<file path="config.mk">
export PLATFORM = sky130hd
export DESIGN_NAME = single_wire_sensor_frame_receiver_top
export DESIGN_NICKNAME = d
export VERILOG_FILES = /design/src/design/swsfr_pkg.sv /design/src/design/swsfr_front.sv /design/src/design/swsfr_back.sv /design/src/design/single_wire_sensor_frame_receiver_top.sv
export VERILOG_INCLUDE_DIRS = /design/src /design/src/design
export SDC_FILE = /design/constraint.sdc
export NUM_CORES = 1
export LEC_CHECK = 0
export BUFFER_PORTS_ARGS = -buffer_cell sky130_fd_sc_hd__buf_2
export CAP_MARGIN = 25
export CORE_MARGIN = 10
export CORE_UTILIZATION = 50
export CTS_CLUSTER_DIAMETER = 100
export DETAILED_ROUTE_END_ITERATION = 10
export PLACE_DENSITY = 0.69
export SETUP_SLACK_MARGIN = 0.2
export SYNTH_ARGS = -nofsm -noshare
export SYNTH_HDL_FRONTEND = slang
export SYNTH_SLANG_ARGS = --single-unit
export TNS_END_PERCENT = 1
</file>
<file path="constraint.sdc">
create_clock -name aclk -period 7 [get_ports aclk]
set_input_delay 1.05 -clock aclk [delete_from_list [all_inputs] [get_ports aclk]]
set_output_delay 1.05 -clock aclk [all_outputs]
set_load 0.02 [all_outputs]
</file>
<file path="src/design/single_wire_sensor_frame_receiver_top_macros.svh">
// Assertion helpers shared by the receiver modules.
// Both expect clock aclk and active-low reset aresetn in scope.
`ifndef SINGLE_WIRE_SENSOR_FRAME_RECEIVER_TOP_MACROS_SVH
`define SINGLE_WIRE_SENSOR_FRAME_RECEIVER_TOP_MACROS_SVH

// Same-cycle implication.
`define SWSFR_ASSERT_NOW(label, ante, cons, msg) \
    label: assert property (@(posedge aclk) disable iff (!aresetn) (ante) |-> (cons)) \
        else $error(msg);

// Next-cycle implication.
`define SWSFR_ASSERT_NEXT(label, ante, cons, msg) \
    label: assert property (@(posedge aclk) disable iff (!aresetn) (ante) |=> (cons)) \
        else $error(msg);

`endif

</file>
<file path="src/design/swsfr_pkg.sv">
`timescale 1ns / 1ps
package swsfr_pkg;

    // Tick counter width, 8 to 24.
    localparam int TICK_BITS = 16;
    localparam int CMP_BITS  = (TICK_BITS > 16) ? TICK_BITS : 16;
    localparam logic [TICK_BITS-1:0] TICK_MAX = {TICK_BITS{1'b1}};

    localparam int PHASE_BITS = 7;
    localparam logic [PHASE_BITS-1:0] PHASE_COUNT      = 7'd83;
    localparam logic [PHASE_BITS-1:0] FIRST_DATA_PHASE = 7'd4;
    localparam int FRAME_BITS = 40;

    localparam int CFG_INDEX_BITS = 2;
    localparam int CFG_DATA_BITS  = 16;
    localparam logic [CFG_INDEX_BITS-1:0] CFG_START_LOW = 2'd0;
    localparam logic [CFG_INDEX_BITS-1:0] CFG_TIMEOUT   = 2'd1;
    localparam logic [CFG_INDEX_BITS-1:0] CFG_ONE_THR   = 2'd2;

    localparam logic [15:0] START_LOW_RESET = 16'd18000;
    localparam logic [7:0]  TIMEOUT_RESET   = 8'd90;
    localparam logic [7:0]  ONE_THR_RESET   = 8'd30;

    localparam logic [1:0] STATUS_OK       = 2'd0;
    localparam logic [1:0] STATUS_CHECKSUM = 2'd1;
    localparam logic [1:0] STATUS_TIMEOUT  = 2'd2;

    typedef enum logic [1:0] {
        MODE_IDLE  = 2'd0,
        MODE_START = 2'd1,
        MODE_RECV  = 2'd2
    } mode_t;

    typedef struct packed {
        logic is_start;
        logic line_level;
    } item_t;

    typedef struct packed {
        logic [15:0] start_low_ticks;
        logic [7:0]  timeout_ticks;
        logic [7:0]  one_threshold_ticks;
    } cfg_t;

    typedef struct packed {
        logic        drive_low;
        logic        frame_done;
        logic [1:0]  status;
        logic [15:0] humidity_word;
        logic [15:0] temperature_word;
        logic [7:0]  humidity_integer;
        logic [7:0]  temperature_integer;
    } result_t;

endpackage

</file>
<file path="src/design/swsfr_front.sv">
`timescale 1ns / 1ps
`include "single_wire_sensor_frame_receiver_top_macros.svh"
module swsfr_front
    import swsfr_pkg::*;
(
    input  logic  aclk,
    input  logic  aresetn,
    input  logic  s_valid,
    output logic  s_ready,
    input  logic  s_cmd,
    input  logic  s_line_level,
    input  logic  pop,
    output logic  q_valid,
    output item_t q_item
);

    // two-entry item queue towards the frame engine
    item_t      entry_reg [2];
    logic       wr_ptr_reg, wr_ptr_next;
    logic       rd_ptr_reg, rd_ptr_next;
    logic [1:0] count_reg, count_next;
    logic       push;
    item_t      item_in;

    assign s_ready = (count_reg != 2'd2);
    assign push    = s_valid && s_ready;
    assign q_valid = (count_reg != 2'd0);
    assign q_item  = entry_reg[rd_ptr_reg];

    always_comb begin
        item_in.is_start   = s_cmd;
        item_in.line_level = s_line_level;
        wr_ptr_next = push ? ~wr_ptr_reg : wr_ptr_reg;
        rd_ptr_next = pop ? ~rd_ptr_reg : rd_ptr_reg;
        count_next  = count_reg + {1'b0, push} - {1'b0, pop};
    end

    always_ff @(posedge aclk) begin
        if (!aresetn) begin
            wr_ptr_reg <= 1'b0;
            rd_ptr_reg <= 1'b0;
            count_reg  <= 2'd0;
        end else begin
            wr_ptr_reg <= wr_ptr_next;
            rd_ptr_reg <= rd_ptr_next;
            count_reg  <= count_next;
        end
    end

    always_ff @(posedge aclk) begin
        if (push) begin
            entry_reg[wr_ptr_reg] <= item_in;
        end
    end

    `SWSFR_ASSERT_NOW(a_count_range, 1'b1, count_reg != 2'd3, "queue count out of range")
    `SWSFR_ASSERT_NOW(a_no_pop_empty, pop, count_reg != 2'd0, "pop from empty queue")
    `SWSFR_ASSERT_NEXT(a_push_counted, push && !pop, count_reg == $past(count_reg) + 2'd1,
        "push not counted")

endmodule

</file>
<file path="src/design/swsfr_back.sv">
`timescale 1ns / 1ps
`include "single_wire_sensor_frame_receiver_top_macros.svh"
module swsfr_back
    import swsfr_pkg::*;
(
    input  logic    aclk,
    input  logic    aresetn,
    input  cfg_t    cfg,
    input  logic    q_valid,
    input  item_t   q_item,
    output logic    pop,
    output logic    m_valid,
    input  logic    m_ready,
    output result_t m_result
);

    mode_t                  mode_reg, mode_next;
    logic [TICK_BITS-1:0]   ticks_reg, ticks_next;
    logic [PHASE_BITS-1:0]  index_reg, index_next;
    logic [FRAME_BITS-1:0]  bits_reg, bits_next;
    logic                   out_valid_reg, out_valid_next;
    result_t                out_reg;
    result_t                res;

    logic                   run_recv;
    logic [TICK_BITS-1:0]   recv_ticks;
    logic [PHASE_BITS-1:0]  recv_index;
    logic [TICK_BITS-1:0]   ticks_inc;
    logic [PHASE_BITS-1:0]  index_inc;
    logic                   level;
    logic                   bit_val;
    logic [FRAME_BITS-1:0]  bits_shift;
    logic [7:0]             sum;

    assign pop      = q_valid && (!out_valid_reg || m_ready);
    assign m_valid  = out_valid_reg;
    assign m_result = out_reg;

    always_comb begin
        mode_next  = mode_reg;
        ticks_next = ticks_reg;
        index_next = index_reg;
        bits_next  = bits_reg;
        res        = '0;
        run_recv   = 1'b0;
        recv_ticks = ticks_reg;
        recv_index = index_reg;

        unique case (mode_reg)
            MODE_START: begin
                if ((CMP_BITS'(ticks_reg) < CMP_BITS'(cfg.start_low_ticks)) &&
                    (ticks_reg != TICK_MAX)) begin
                    ticks_next    = ticks_reg + 1'b1;
                    res.drive_low = 1'b1;
                end else begin
                    // low pulse over: this tick already times the first phase
                    run_recv   = 1'b1;
                    recv_ticks = '0;
                    recv_index = '0;
                end
            end
            MODE_RECV: begin
                run_recv = 1'b1;
            end
            default: begin
                mode_next = MODE_IDLE;
                if (q_item.is_start) begin
                    bits_next  = '0;
                    index_next = '0;
                    ticks_next = '0;
                    if (cfg.start_low_ticks != 16'd0) begin
                        mode_next     = MODE_START;
                        ticks_next    = TICK_BITS'(1);
                        res.drive_low = 1'b1;
                    end else begin
                        mode_next = MODE_RECV;
                    end
                end
            end
        endcase

        // phase timing; even phases are high, odd low
        level      = ~recv_index[0];
        ticks_inc  = (recv_ticks == TICK_MAX) ? recv_ticks : recv_ticks + 1'b1;
        index_inc  = recv_index + 1'b1;
        bit_val    = (recv_ticks > TICK_BITS'(cfg.one_threshold_ticks));
        bits_shift = (recv_index >= FIRST_DATA_PHASE && !recv_index[0]) ?
                     {bits_reg[FRAME_BITS-2:0], bit_val} : bits_reg;
        sum        = bits_shift[39:32] + bits_shift[31:24] + bits_shift[23:16] +
                     bits_shift[15:8];

        if (run_recv) begin
            mode_next  = MODE_RECV;
            ticks_next = recv_ticks;
            index_next = recv_index;
            if (q_item.line_level == level) begin
                ticks_next = ticks_inc;
                if (ticks_inc > TICK_BITS'(cfg.timeout_ticks)) begin
                    res.frame_done = 1'b1;
                    res.status     = STATUS_TIMEOUT;
                    mode_next      = MODE_IDLE;
                    ticks_next     = '0;
                    index_next     = '0;
                end
            end else begin
                bits_next  = bits_shift;
                index_next = index_inc;
                ticks_next = TICK_BITS'(1);
                if (index_inc >= PHASE_COUNT) begin
                    res.frame_done          = 1'b1;
                    res.status              = (sum == bits_shift[7:0]) ? STATUS_OK
                                                                       : STATUS_CHECKSUM;
                    res.humidity_word       = bits_shift[39:24];
                    res.temperature_word    = bits_shift[23:8];
                    res.humidity_integer    = bits_shift[39:32];
                    res.temperature_integer = bits_shift[23:16];
                    mode_next               = MODE_IDLE;
                    ticks_next              = '0;
                    index_next              = '0;
                end
            end
        end

        out_valid_next = pop ? 1'b1 : (m_ready ? 1'b0 : out_valid_reg);
    end

    always_ff @(posedge aclk) begin
        if (!aresetn) begin
            mode_reg      <= MODE_IDLE;
            ticks_reg     <= '0;
            index_reg     <= '0;
            bits_reg      <= '0;
            out_valid_reg <= 1'b0;
        end else begin
            out_valid_reg <= out_valid_next;
            if (pop) begin
                mode_reg  <= mode_next;
                ticks_reg <= ticks_next;
                index_reg <= index_next;
                bits_reg  <= bits_next;
            end
        end
    end

    always_ff @(posedge aclk) begin
        if (pop) begin
            out_reg <= res;
        end
    end

    `SWSFR_ASSERT_NOW(a_no_pop_stalled, out_valid_reg && !m_ready, !pop,
        "item taken while result stalled")
    `SWSFR_ASSERT_NEXT(a_done_to_idle, pop && res.frame_done, mode_reg == MODE_IDLE,
        "engine not idle after frame end")
    `SWSFR_ASSERT_NEXT(a_drive_in_start, pop && res.drive_low, mode_reg == MODE_START,
        "line driven outside start pulse")
    `SWSFR_ASSERT_NOW(a_timeout_clear,
        out_valid_reg && out_reg.status == STATUS_TIMEOUT,
        out_reg.humidity_word == 16'd0 && out_reg.temperature_word == 16'd0,
        "timeout result carries data")

endmodule

</file>
<file path="src/design/single_wire_sensor_frame_receiver_top.sv">
`timescale 1ns / 1ps
// Single-wire humidity/temperature sensor frame receiver.
// Input channel (s_valid/s_ready): one item per microsecond tick, s_cmd = 0
// carries the sampled data line in s_line_level, s_cmd = 1 requests a read
// (taken as a plain tick while a read is running).
// Result channel (m_valid/m_ready): exactly one result per input item, in
// order. m_drive_low tells the pad to pull the line low; m_frame_done marks
// the item on which a frame finished, with m_status ok, checksum mismatch or
// phase timeout, and the received words and their high bytes.
// Config channel (cfg_valid/cfg_ready, always ready): index 0 start pulse
// length, 1 phase timeout, 2 one-bit threshold, all in ticks; write while idle.
// Path: an accepted item is written into the input queue; the engine pops
// it when its output register is free and registers its result there.
// Throughput: one item per cycle while results are taken; the engine
// updates its state once per item.
// Reset (aresetn low, synchronous): engine idle, queue and output empty,
// registers back to 18000 / 90 / 30 ticks.
// Stalls: a held-off result stops the engine; the two-entry queue keeps
// taking items until full, then s_ready drops.
module single_wire_sensor_frame_receiver_top
    import swsfr_pkg::*;
(
    input  logic                      aclk,
    input  logic                      aresetn,
    // input ticks
    input  logic                      s_valid,
    output logic                      s_ready,
    input  logic                      s_cmd,
    input  logic                      s_line_level,
    // results
    output logic                      m_valid,
    input  logic                      m_ready,
    output logic                      m_drive_low,
    output logic                      m_frame_done,
    output logic [1:0]                m_status,
    output logic [15:0]               m_humidity_word,
    output logic [15:0]               m_temperature_word,
    output logic [7:0]                m_humidity_integer,
    output logic [7:0]                m_temperature_integer,
    // register writes
    input  logic                      cfg_valid,
    output logic                      cfg_ready,
    input  logic [CFG_INDEX_BITS-1:0] cfg_index,
    input  logic [CFG_DATA_BITS-1:0]  cfg_data
);

    cfg_t    cfg_reg, cfg_next;
    logic    q_valid;
    item_t   q_item;
    logic    pop;
    result_t result;

    // Register file; unknown indexes are accepted and dropped.
    assign cfg_ready = 1'b1;

    always_comb begin
        cfg_next = cfg_reg;
        if (cfg_valid && cfg_ready) begin
            unique case (cfg_index)
                CFG_START_LOW: cfg_next.start_low_ticks     = cfg_data;
                CFG_TIMEOUT:   cfg_next.timeout_ticks       = cfg_data[7:0];
                CFG_ONE_THR:   cfg_next.one_threshold_ticks = cfg_data[7:0];
                default:       cfg_next = cfg_reg;
            endcase
        end
    end

    always_ff @(posedge aclk) begin
        if (!aresetn) begin
            cfg_reg.start_low_ticks     <= START_LOW_RESET;
            cfg_reg.timeout_ticks       <= TIMEOUT_RESET;
            cfg_reg.one_threshold_ticks <= ONE_THR_RESET;
        end else begin
            cfg_reg <= cfg_next;
        end
    end

    // Front: accepts and tags items into a short queue.
    swsfr_front u_front (
        .aclk         (aclk),
        .aresetn      (aresetn),
        .s_valid      (s_valid),
        .s_ready      (s_ready),
        .s_cmd        (s_cmd),
        .s_line_level (s_line_level),
        .pop          (pop),
        .q_valid      (q_valid),
        .q_item       (q_item)
    );

    // Back: frame engine with its output register.
    swsfr_back u_back (
        .aclk     (aclk),
        .aresetn  (aresetn),
        .cfg      (cfg_reg),
        .q_valid  (q_valid),
        .q_item   (q_item),
        .pop      (pop),
        .m_valid  (m_valid),
        .m_ready  (m_ready),
        .m_result (result)
    );

    assign m_drive_low           = result.drive_low;
    assign m_frame_done          = result.frame_done;
    assign m_status              = result.status;
    assign m_humidity_word       = result.humidity_word;
    assign m_temperature_word    = result.temperature_word;
    assign m_humidity_integer    = result.humidity_integer;
    assign m_temperature_integer = result.temperature_integer;

endmodule

</file>
==> impl_results.md, run 1 <==
* Avg Synthesized Cell Area at 8.86 um2
* GR Util All Layers at approximately 18%
* Crit Path Max Fanout at 11
* Clock Pin Slew Worst Setup and Hold Paths at 0.06 ns
* Status: complete, no violations
* CTS tree: done
* Wire per inst at between 15 and 20 um
* Pin count of the biggest net entering global routing at 71
* Crit-path cells: ha_1, a41oi_1, o21ai_0, and2_1, o31ai_4, and2_1, ha_1, nand3_1, or2_1, nor3_1, nand2_1, mux2i_1, inv_1, ha_1, and3_1, a221o_1, a221oi_1, nor2_1, nor4_1, a31o_2, or4b_1, o21ai_0
* Routability-driven placement congestion ratio at 0.960
* RSZ-0062 raised after global routing: true
* Area of the core at about 0.018 mm2
* Mapped cell area at 0.00907 mm2
* DRC errors left at 0
* Port bufs at 78
* Buffer depth of the longest clock path at 2
* Final slew viol count at 0
* Slowest CP cell: dfxtp_1
* Synth Net Count at around 1100
* Synth warn at 0
* H-tree levels at 4
* Worst-Skew Late Latency at between 0.4 and 0.5 ns
* CTS Hold Buffers Added at 0
* Area leader, netlist: dfxtp_1
* Vias in the first global route at roughly 7200
* Sequential cell area at about 0.0033 mm2
* Post-synth EDFFs at 40
* I/O Pins at 80
* Yosys reg bits at 143
* Hold WC Path Type: reg2reg
* Nets at ~1100
* Max stage delay on crit path at between 0.5 and 0.6 ns
* Static Leak at 4.24 nW
* Number of flip-flops in the largest register at 40
* 1st-iter DRT viols at 609
* CTS Buf Count at 17
* Layout cell share with drive strength beyond 1 at between 10 and 15%
* Synth cell types at between 70 and 80
* Drt via density at about 5.7
* Fill cells at between 1500 and 2000
* Total of max-cap violations at 0
* Least-Margin Pin Slew at around 0.76 ns
* CTS Root Cell: clkbuf_16
* Post-synth top cells: 138 x nand2_1, 103 x dfxtp_1, 69 x inv_1
* Footprint of the multi-input gates at 0.00517 mm2
* DIE AREA at ~0.024 mm2
* DR vias at between 7000 and 8000
* Die span in x at approximately 150 um
* WP data required at about 7.4 ns
* Peak VDD IR at 0.187 mV
* Slew HR at between 40% and 50%
* Class of the most critical setup path: reg2reg
* Post-synthesis sequential area ratio at 36.0%
* Grt ovf at 0
* Synth async-reset ratio at 0%
* Fin. Hold Viols at 0
* Hpwl dp at about 16000 um
* Non-Filler Instances at 1297
* Row Count at 49
* Drt first pass iters at 5
* Top-count cell post-synth: nand2_1
* Most frequent cell on the critical path: ha_1
* Worst Skew at between 0.009 and 0.01 ns
* Synth Instances at 1024
* Final worst-path cycle share at around 91%
* Clock sink total at 143
* Final setup fails at 0
* Post-DRT Antenna Nets at 0
* Vert. Die Dim at roughly 150 um
* Max Fclk at about 160 MHz
* Pwr dens at 260 mW/mm2
* Starting density of the core at between 50% and 60%
* CP Capture Type: flip-flop
* Setup TNS Final at 0 ns
* Worst Setup Start Kind: flip-flop
* Final Core Density at a little under three fifths
* Synth area leaders: dfxtp_1 23%, edfxtp_1 13%, mux2i_1 6.6%
* Drt total wl at around 22000 um
* Placed instance count at 1264
* Initial antenna violation count at 1
* CP Data Arrival Time at slightly below 7 ns
* Top_reg_cell synth: dfxtp_1
* First-pass GRT wire length at 36400 um
* Area Growth Syn to Fin at 11.0%
* Period minus WS final at 6.40 ns
* Setup Buffers After CTS at 0
* Post-synth top area share at around 23%
-- report_power, final --
group          switching [W]  internal, W
Clock               0.000411     0.000510
Combinational       0.000452     0.000217
Sequential         0.0000618     0.000972
Total               0.000925      0.00170
-- cell type report --
cell class,count,share of cell area (%)
timing repair buffer,91,4.88
clock buffer,17,4.22
multi-input combinational,732,51.3
sequential,143,32.4
inverter,69,2.57
tap,229,2.85
antenna,1,0.0248
clock inverter,15,1.71
-- logic make-up (layout without fill, tap and decap cells) --
| kind of cell | count (synthesis) | in the layout | share of synthesized area (%) |
|---|---|---|---|
| mux | 75 | 75 | 8.84 |
| buf+inv | 149 | 192 | 7.45 |
| simple gates | 391 | 391 | 21.3 |
| flops | 143 | 143 | 36.0 |
| xor+xnor | 37 | 37 | 3.57 |
| compound gates | 168 | 168 | 13.4 |
| other cells | 1 | 2 | 0.0413 |
| fa+ha+maj | 60 | 60 | 9.43 |
-- placed cells by master (no fill, tap or decap), types with 4 or more instances in the layout --
cell type	instances
and3_1	11
inv_6	5
buf_2	78
ha_1	46
a21boi_0	24
xor2_1	11
dfxtp_1	103
nor3_1	25
o211ai_1	12
o21a_1	9
a31oi_1	5
xnor2_1	26
nor2_1	67
a21o_1	5
nor2b_1	9
fa_1	14
inv_8	4
nor4_1	11
a21boi_1	13
nand3b_1	16
edfxtp_1	40
o21ai_0	31
mux2i_2	13
and2_1	46
a21oi_1	22
nand2_1	138
nand3_1	25
or4_1	5
mux2i_1	60
buf_4	12
clkbuf_16	17
nand4_1	14
and4_1	5
inv_1	69
-- layer usage --
metal	track usage (%)	wire (um)	part of all wire [%]
met4	6.61	443	2.0
met2	29.2	10200	47
met3	4.13	1200	5.5
met5	0	0	0
met1	23.5	10000	46
-- what timing repair did --
action / in CTS / in global routing
resized for setup: 0 / 1
hold endpoints to repair: 0 / 0
endpoints found under the setup margin: 0 / 8
-- worst max-delay path: cells and delay by family (launching register included) --
| kind | cells | cell delay (ns) |
|---|---|---|
| fa+ha+maj | 3 | 0.91 |
| flops | 1 | 0.58 |
| simple gates | 10 | 2.58 |
| compound gates | 7 | 1.96 |
| buf+inv | 1 | 0.06 |
| mux | 1 | 0.24 |
-- stage by stage --
step / power [W] / worst slack [ns] / area (um2) / hold slack (ns)
final: 0.00262 / 0.605 / 10100 / 0.460
after global routing: 0.00275 / 0.132 / 10100 / 0.495
after CTS: 0.00264 / 0.613 / 10100 / 0.466
after detailed placement: 0.00172 / 0.668 / 9460 / 0.457
after global placement: 0.00171 / 0.819 / 9450 / 0.452
after floorplan: 0.00154 / 1.30 / 9070 / 0.443
-- path summary, 6_finish.rpt --
check | slack (ns) | depth (start not counted) | end | startpoint
worst max-delay path | 0.60 | 22 | u_back.ticks_reg[5]$_SDFFE_PN0P_ | u_back.ticks_reg[6]$_SDFFE_PN0P_
worst min-delay path | 0.46 | 2 | cfg_reg[7]$_SDFFE_PN0P_ | cfg_reg[7]$_SDFFE_PN0P_
worst max register to register | 0.60 | 22 | u_back.ticks_reg[5]$_SDFFE_PN0P_ | u_back.ticks_reg[6]$_SDFFE_PN0P_
worst min register to register | 0.46 | 2 | cfg_reg[7]$_SDFFE_PN0P_ | cfg_reg[7]$_SDFFE_PN0P_
(Power assumes the default switching activity.)
==> run 2, diff against run 1 <==
--- a/config.mk
+++ b/config.mk
@@ -12,7 +12,7 @@
 export CORE_UTILIZATION = 50
 export CTS_CLUSTER_DIAMETER = 100
 export DETAILED_ROUTE_END_ITERATION = 10
-export PLACE_DENSITY = 0.69
+export PLACE_DENSITY = 0.71
 export SETUP_SLACK_MARGIN = 0.2
 export SYNTH_ARGS = -nofsm -noshare
 export SYNTH_HDL_FRONTEND = slang
==> constraint.sdc (replaced) <==
create_clock -name aclk -period 5.4 [get_ports aclk]
set_input_delay 0.81 -clock aclk [delete_from_list [all_inputs] [get_ports aclk]]
set_output_delay 0.81 -clock aclk [all_outputs]
set_load 0.02 [all_outputs]
==> impl_results.md, run 2 (synthesis gave the netlist of run 1 again) <==
* Ant. Diodes at 0
* Pwr dens at between 300 and 400 mW/mm2
* Most frequent cells in the layout: 136 x nand2_1, 99 x buf_4, 88 x dfxtp_1
* Slew HR at 35.5%
* Final worst-path cycle share at 102%
* R2R Path Start: cfg_reg[29]$_SDFFE_PN0P_
* Wire per inst at approximately 17 um
* CP Data Arrival Time at 5.90 ns
* Hold WC Path Type: reg2reg
* CP Capture Type: flip-flop
* WP data required at 5.77 ns
* Switching part of the total power at between 30% and 40%
* Clock Pin Slew Worst Setup and Hold Paths at around 0.06 ns
* Hpwl dp at 16300 um
* Worst Skew at ~0.013 ns
* Max stage delay on crit path at about 0.55 ns
* Crit Reg-Reg Endpoint: u_back.ticks_reg[5]$_SDFFE_PN0P_
* Initial antenna violation count at 0
* Fin. Hold Viols at 0
* Final instance area at approximately 0.011 mm2
* First-pass GRT wire length at between 30000 and 40000 um
* Worst r2r path cells at 25
* Port bufs at 78
* Die span in x at between 150 and 200 um
* Row Count at just under 50
* R2R Setup Slk at -0.13 ns
* Final worst slack at -0.134 ns
* Period minus WS final at about 5.5 ns
* Worst Setup Start Kind: flip-flop
* Worst Hold Margin at between 0.4 and 0.5 ns
* Area of the core at around 0.018 mm2
* RSZ-0062 raised after global routing: true
* Combinational Power Share at between 20% and 30%
* CP startpoint: cfg_reg[29]$_SDFFE_PN0P_
* Final slew viol count at 0
* Sw Pwr at approximately 0.0012 W
* Final Core Density at a little over three fifths
* Buffer depth of the longest clock path at 2
* Drt via density at 5.64
* Total of max-cap violations at 0
* Hold depth at 2
* Max Fclk at ~180 MHz
* GR Util All Layers at between 10% and 20%
* Placed inst area at ~0.01 mm2
* DIE AREA at approximately 0.024 mm2
* DR vias at between 7000 and 8000
* Clock sink total at around 140
* Drt total wl at ~24000 um
* Hold Crit Endpoint: cfg_reg[7]$_SDFFE_PN0P_
* Starting density of the core at between 50% and 60%
* Grt ovf at 0
* Nets at ~1200
* CTS tree: done
* Worst-Skew Late Latency at ~0.44 ns
* Vias in the first global route at 7446
* Drt first pass iters at 7
* Vert. Die Dim at 155 um
* I/O Pins at 80
* Clock share of power at between 30% and 40%
* Crit Path Max Fanout at 5
* Layout cell share with drive strength beyond 1 at between 20% and 30%
* Routability-driven placement congestion ratio at approximately 0.9
* Number of flip-flops in the largest register at 40
* Fill cells at 1455
* Post-DRT Antenna Nets at 0
* Peak VDD IR at between 0.2 and 0.3 mV
* Area Growth Syn to Fin at 23.6%
* Pin count of the biggest net entering global routing at between 60 and 70
* Final setup fails at 11
* Flop pwr share at 37.7%
* Class of the most critical setup path: reg2reg
* Status: finished with violations
* Failing checks: setup timing
* Static Leak at ~4.7 nW
* P_int at approximately 0.0023 W
* CTS Root Cell: clkbuf_16
* Placed instance count at around 1300
* Least-Margin Pin Slew at 0.959 ns
* Commonest non-fill, non-tap cell in the layout: nand2_1
* H-tree levels at 4
* Sequential cell area at about 0.0033 mm2
* CTS Buf Count at 17
* Most frequent cell on the critical path: buf_6
* Worst hold start: cfg_reg[7]$_SDFFE_PN0P_
* Non-Filler Instances at about 1400
* Slowest CP cell: or4_4
* DRC errors left at 0
* 1st-iter DRT viols at 587
* Footprint of the multi-input gates at between 0.005 and 0.006 mm2
run 2: how the worst max path moves through the flow:
stage	cells past startpoint	slack [ns]	endpoint
2_1_floorplan	25	0.23	u_back.ticks_reg[5]$_SDFFE_PN0P_
3_3_place_gp	24	0.06	u_back.index_reg[2]$_SDFFE_PN0P_
3_5_place_dp	24	-0.09	u_back.index_reg[3]$_SDFFE_PN0P_
4_1_cts	25	0.04	u_back.index_reg[3]$_SDFFE_PN0P_
5_1_grt	25	-0.27	u_back.ticks_reg[5]$_SDFFE_PN0P_
6_report	25	-0.13	u_back.ticks_reg[5]$_SDFFE_PN0P_
run 2: routing by layer:
| metal | vias to the layer above | wire, um | track usage (%) |
|---|---|---|---|
| li1 | 3801 | - | - |
| met1 | 3730 | 10400 | 25.4 |
| met2 | 275 | 11300 | 30.7 |
| met3 | 39 | 1640 | 4.05 |
| met4 | 0 | 503 | 6.30 |
| met5 | - | 0 | 0 |
run 2: through the flow:
step | power [W] | worst slack (ns) | TNS (ns)
after floorplan | 0.00201 | 0.227 | 0
after global placement | 0.00226 | 0.0571 | 0
after detailed placement | 0.00228 | -0.0920 | -0.539
after CTS | 0.00347 | 0.0392 | 0
after global routing | 0.00367 | -0.268 | -2.85
final | 0.00351 | -0.134 | -0.474
run 2: power groups by stage:
| stage | Clock [W] | Sequential (W) | Combinational (W) |
|---|---|---|---|
| 2_1_floorplan | 0 | 0.00145 | 0.000558 |
| 3_3_place_gp | 0 | 0.00134 | 0.000922 |
| 3_5_place_dp | 0 | 0.00134 | 0.000937 |
| 4_1_cts | 0.00118 | 0.00132 | 0.000969 |
| 5_1_grt | 0.00122 | 0.00134 | 0.00112 |
| 6_report | 0.00117 | 0.00132 | 0.00102 |
run 2: timing repair:
action,CTS,global route
gates resized for setup,31,38
gates cloned,0,1
endpoints found under the setup margin,19,20
pin swaps,17,26
hold buffers,0,0
hold endpoints to repair,0,0
setup buffers,28,17
run 2: final cells by class:
type                            instances  share of cell area (%)
Clock inverter                         15                    1.32
Tap cell                              229                    2.56
Sequential cell                       143                    29.3
Clock buffer                           17                    3.79
Timing Repair Buffer                  185                    11.3
Multi-Input combinational cell        732                    49.5
Inverter                               69                    2.31
run 2: critical path: cells and delay by family (launching register included):
kind                       cells  cell delay, ns
AOI/OAI and AO/OA              7            1.81
xor gates and xnor gates       1            0.14
adders and majority gates      3            0.62
and+or+nand+nor                8            1.86
DFF                            1            0.34
buffers and inverters          6            0.67
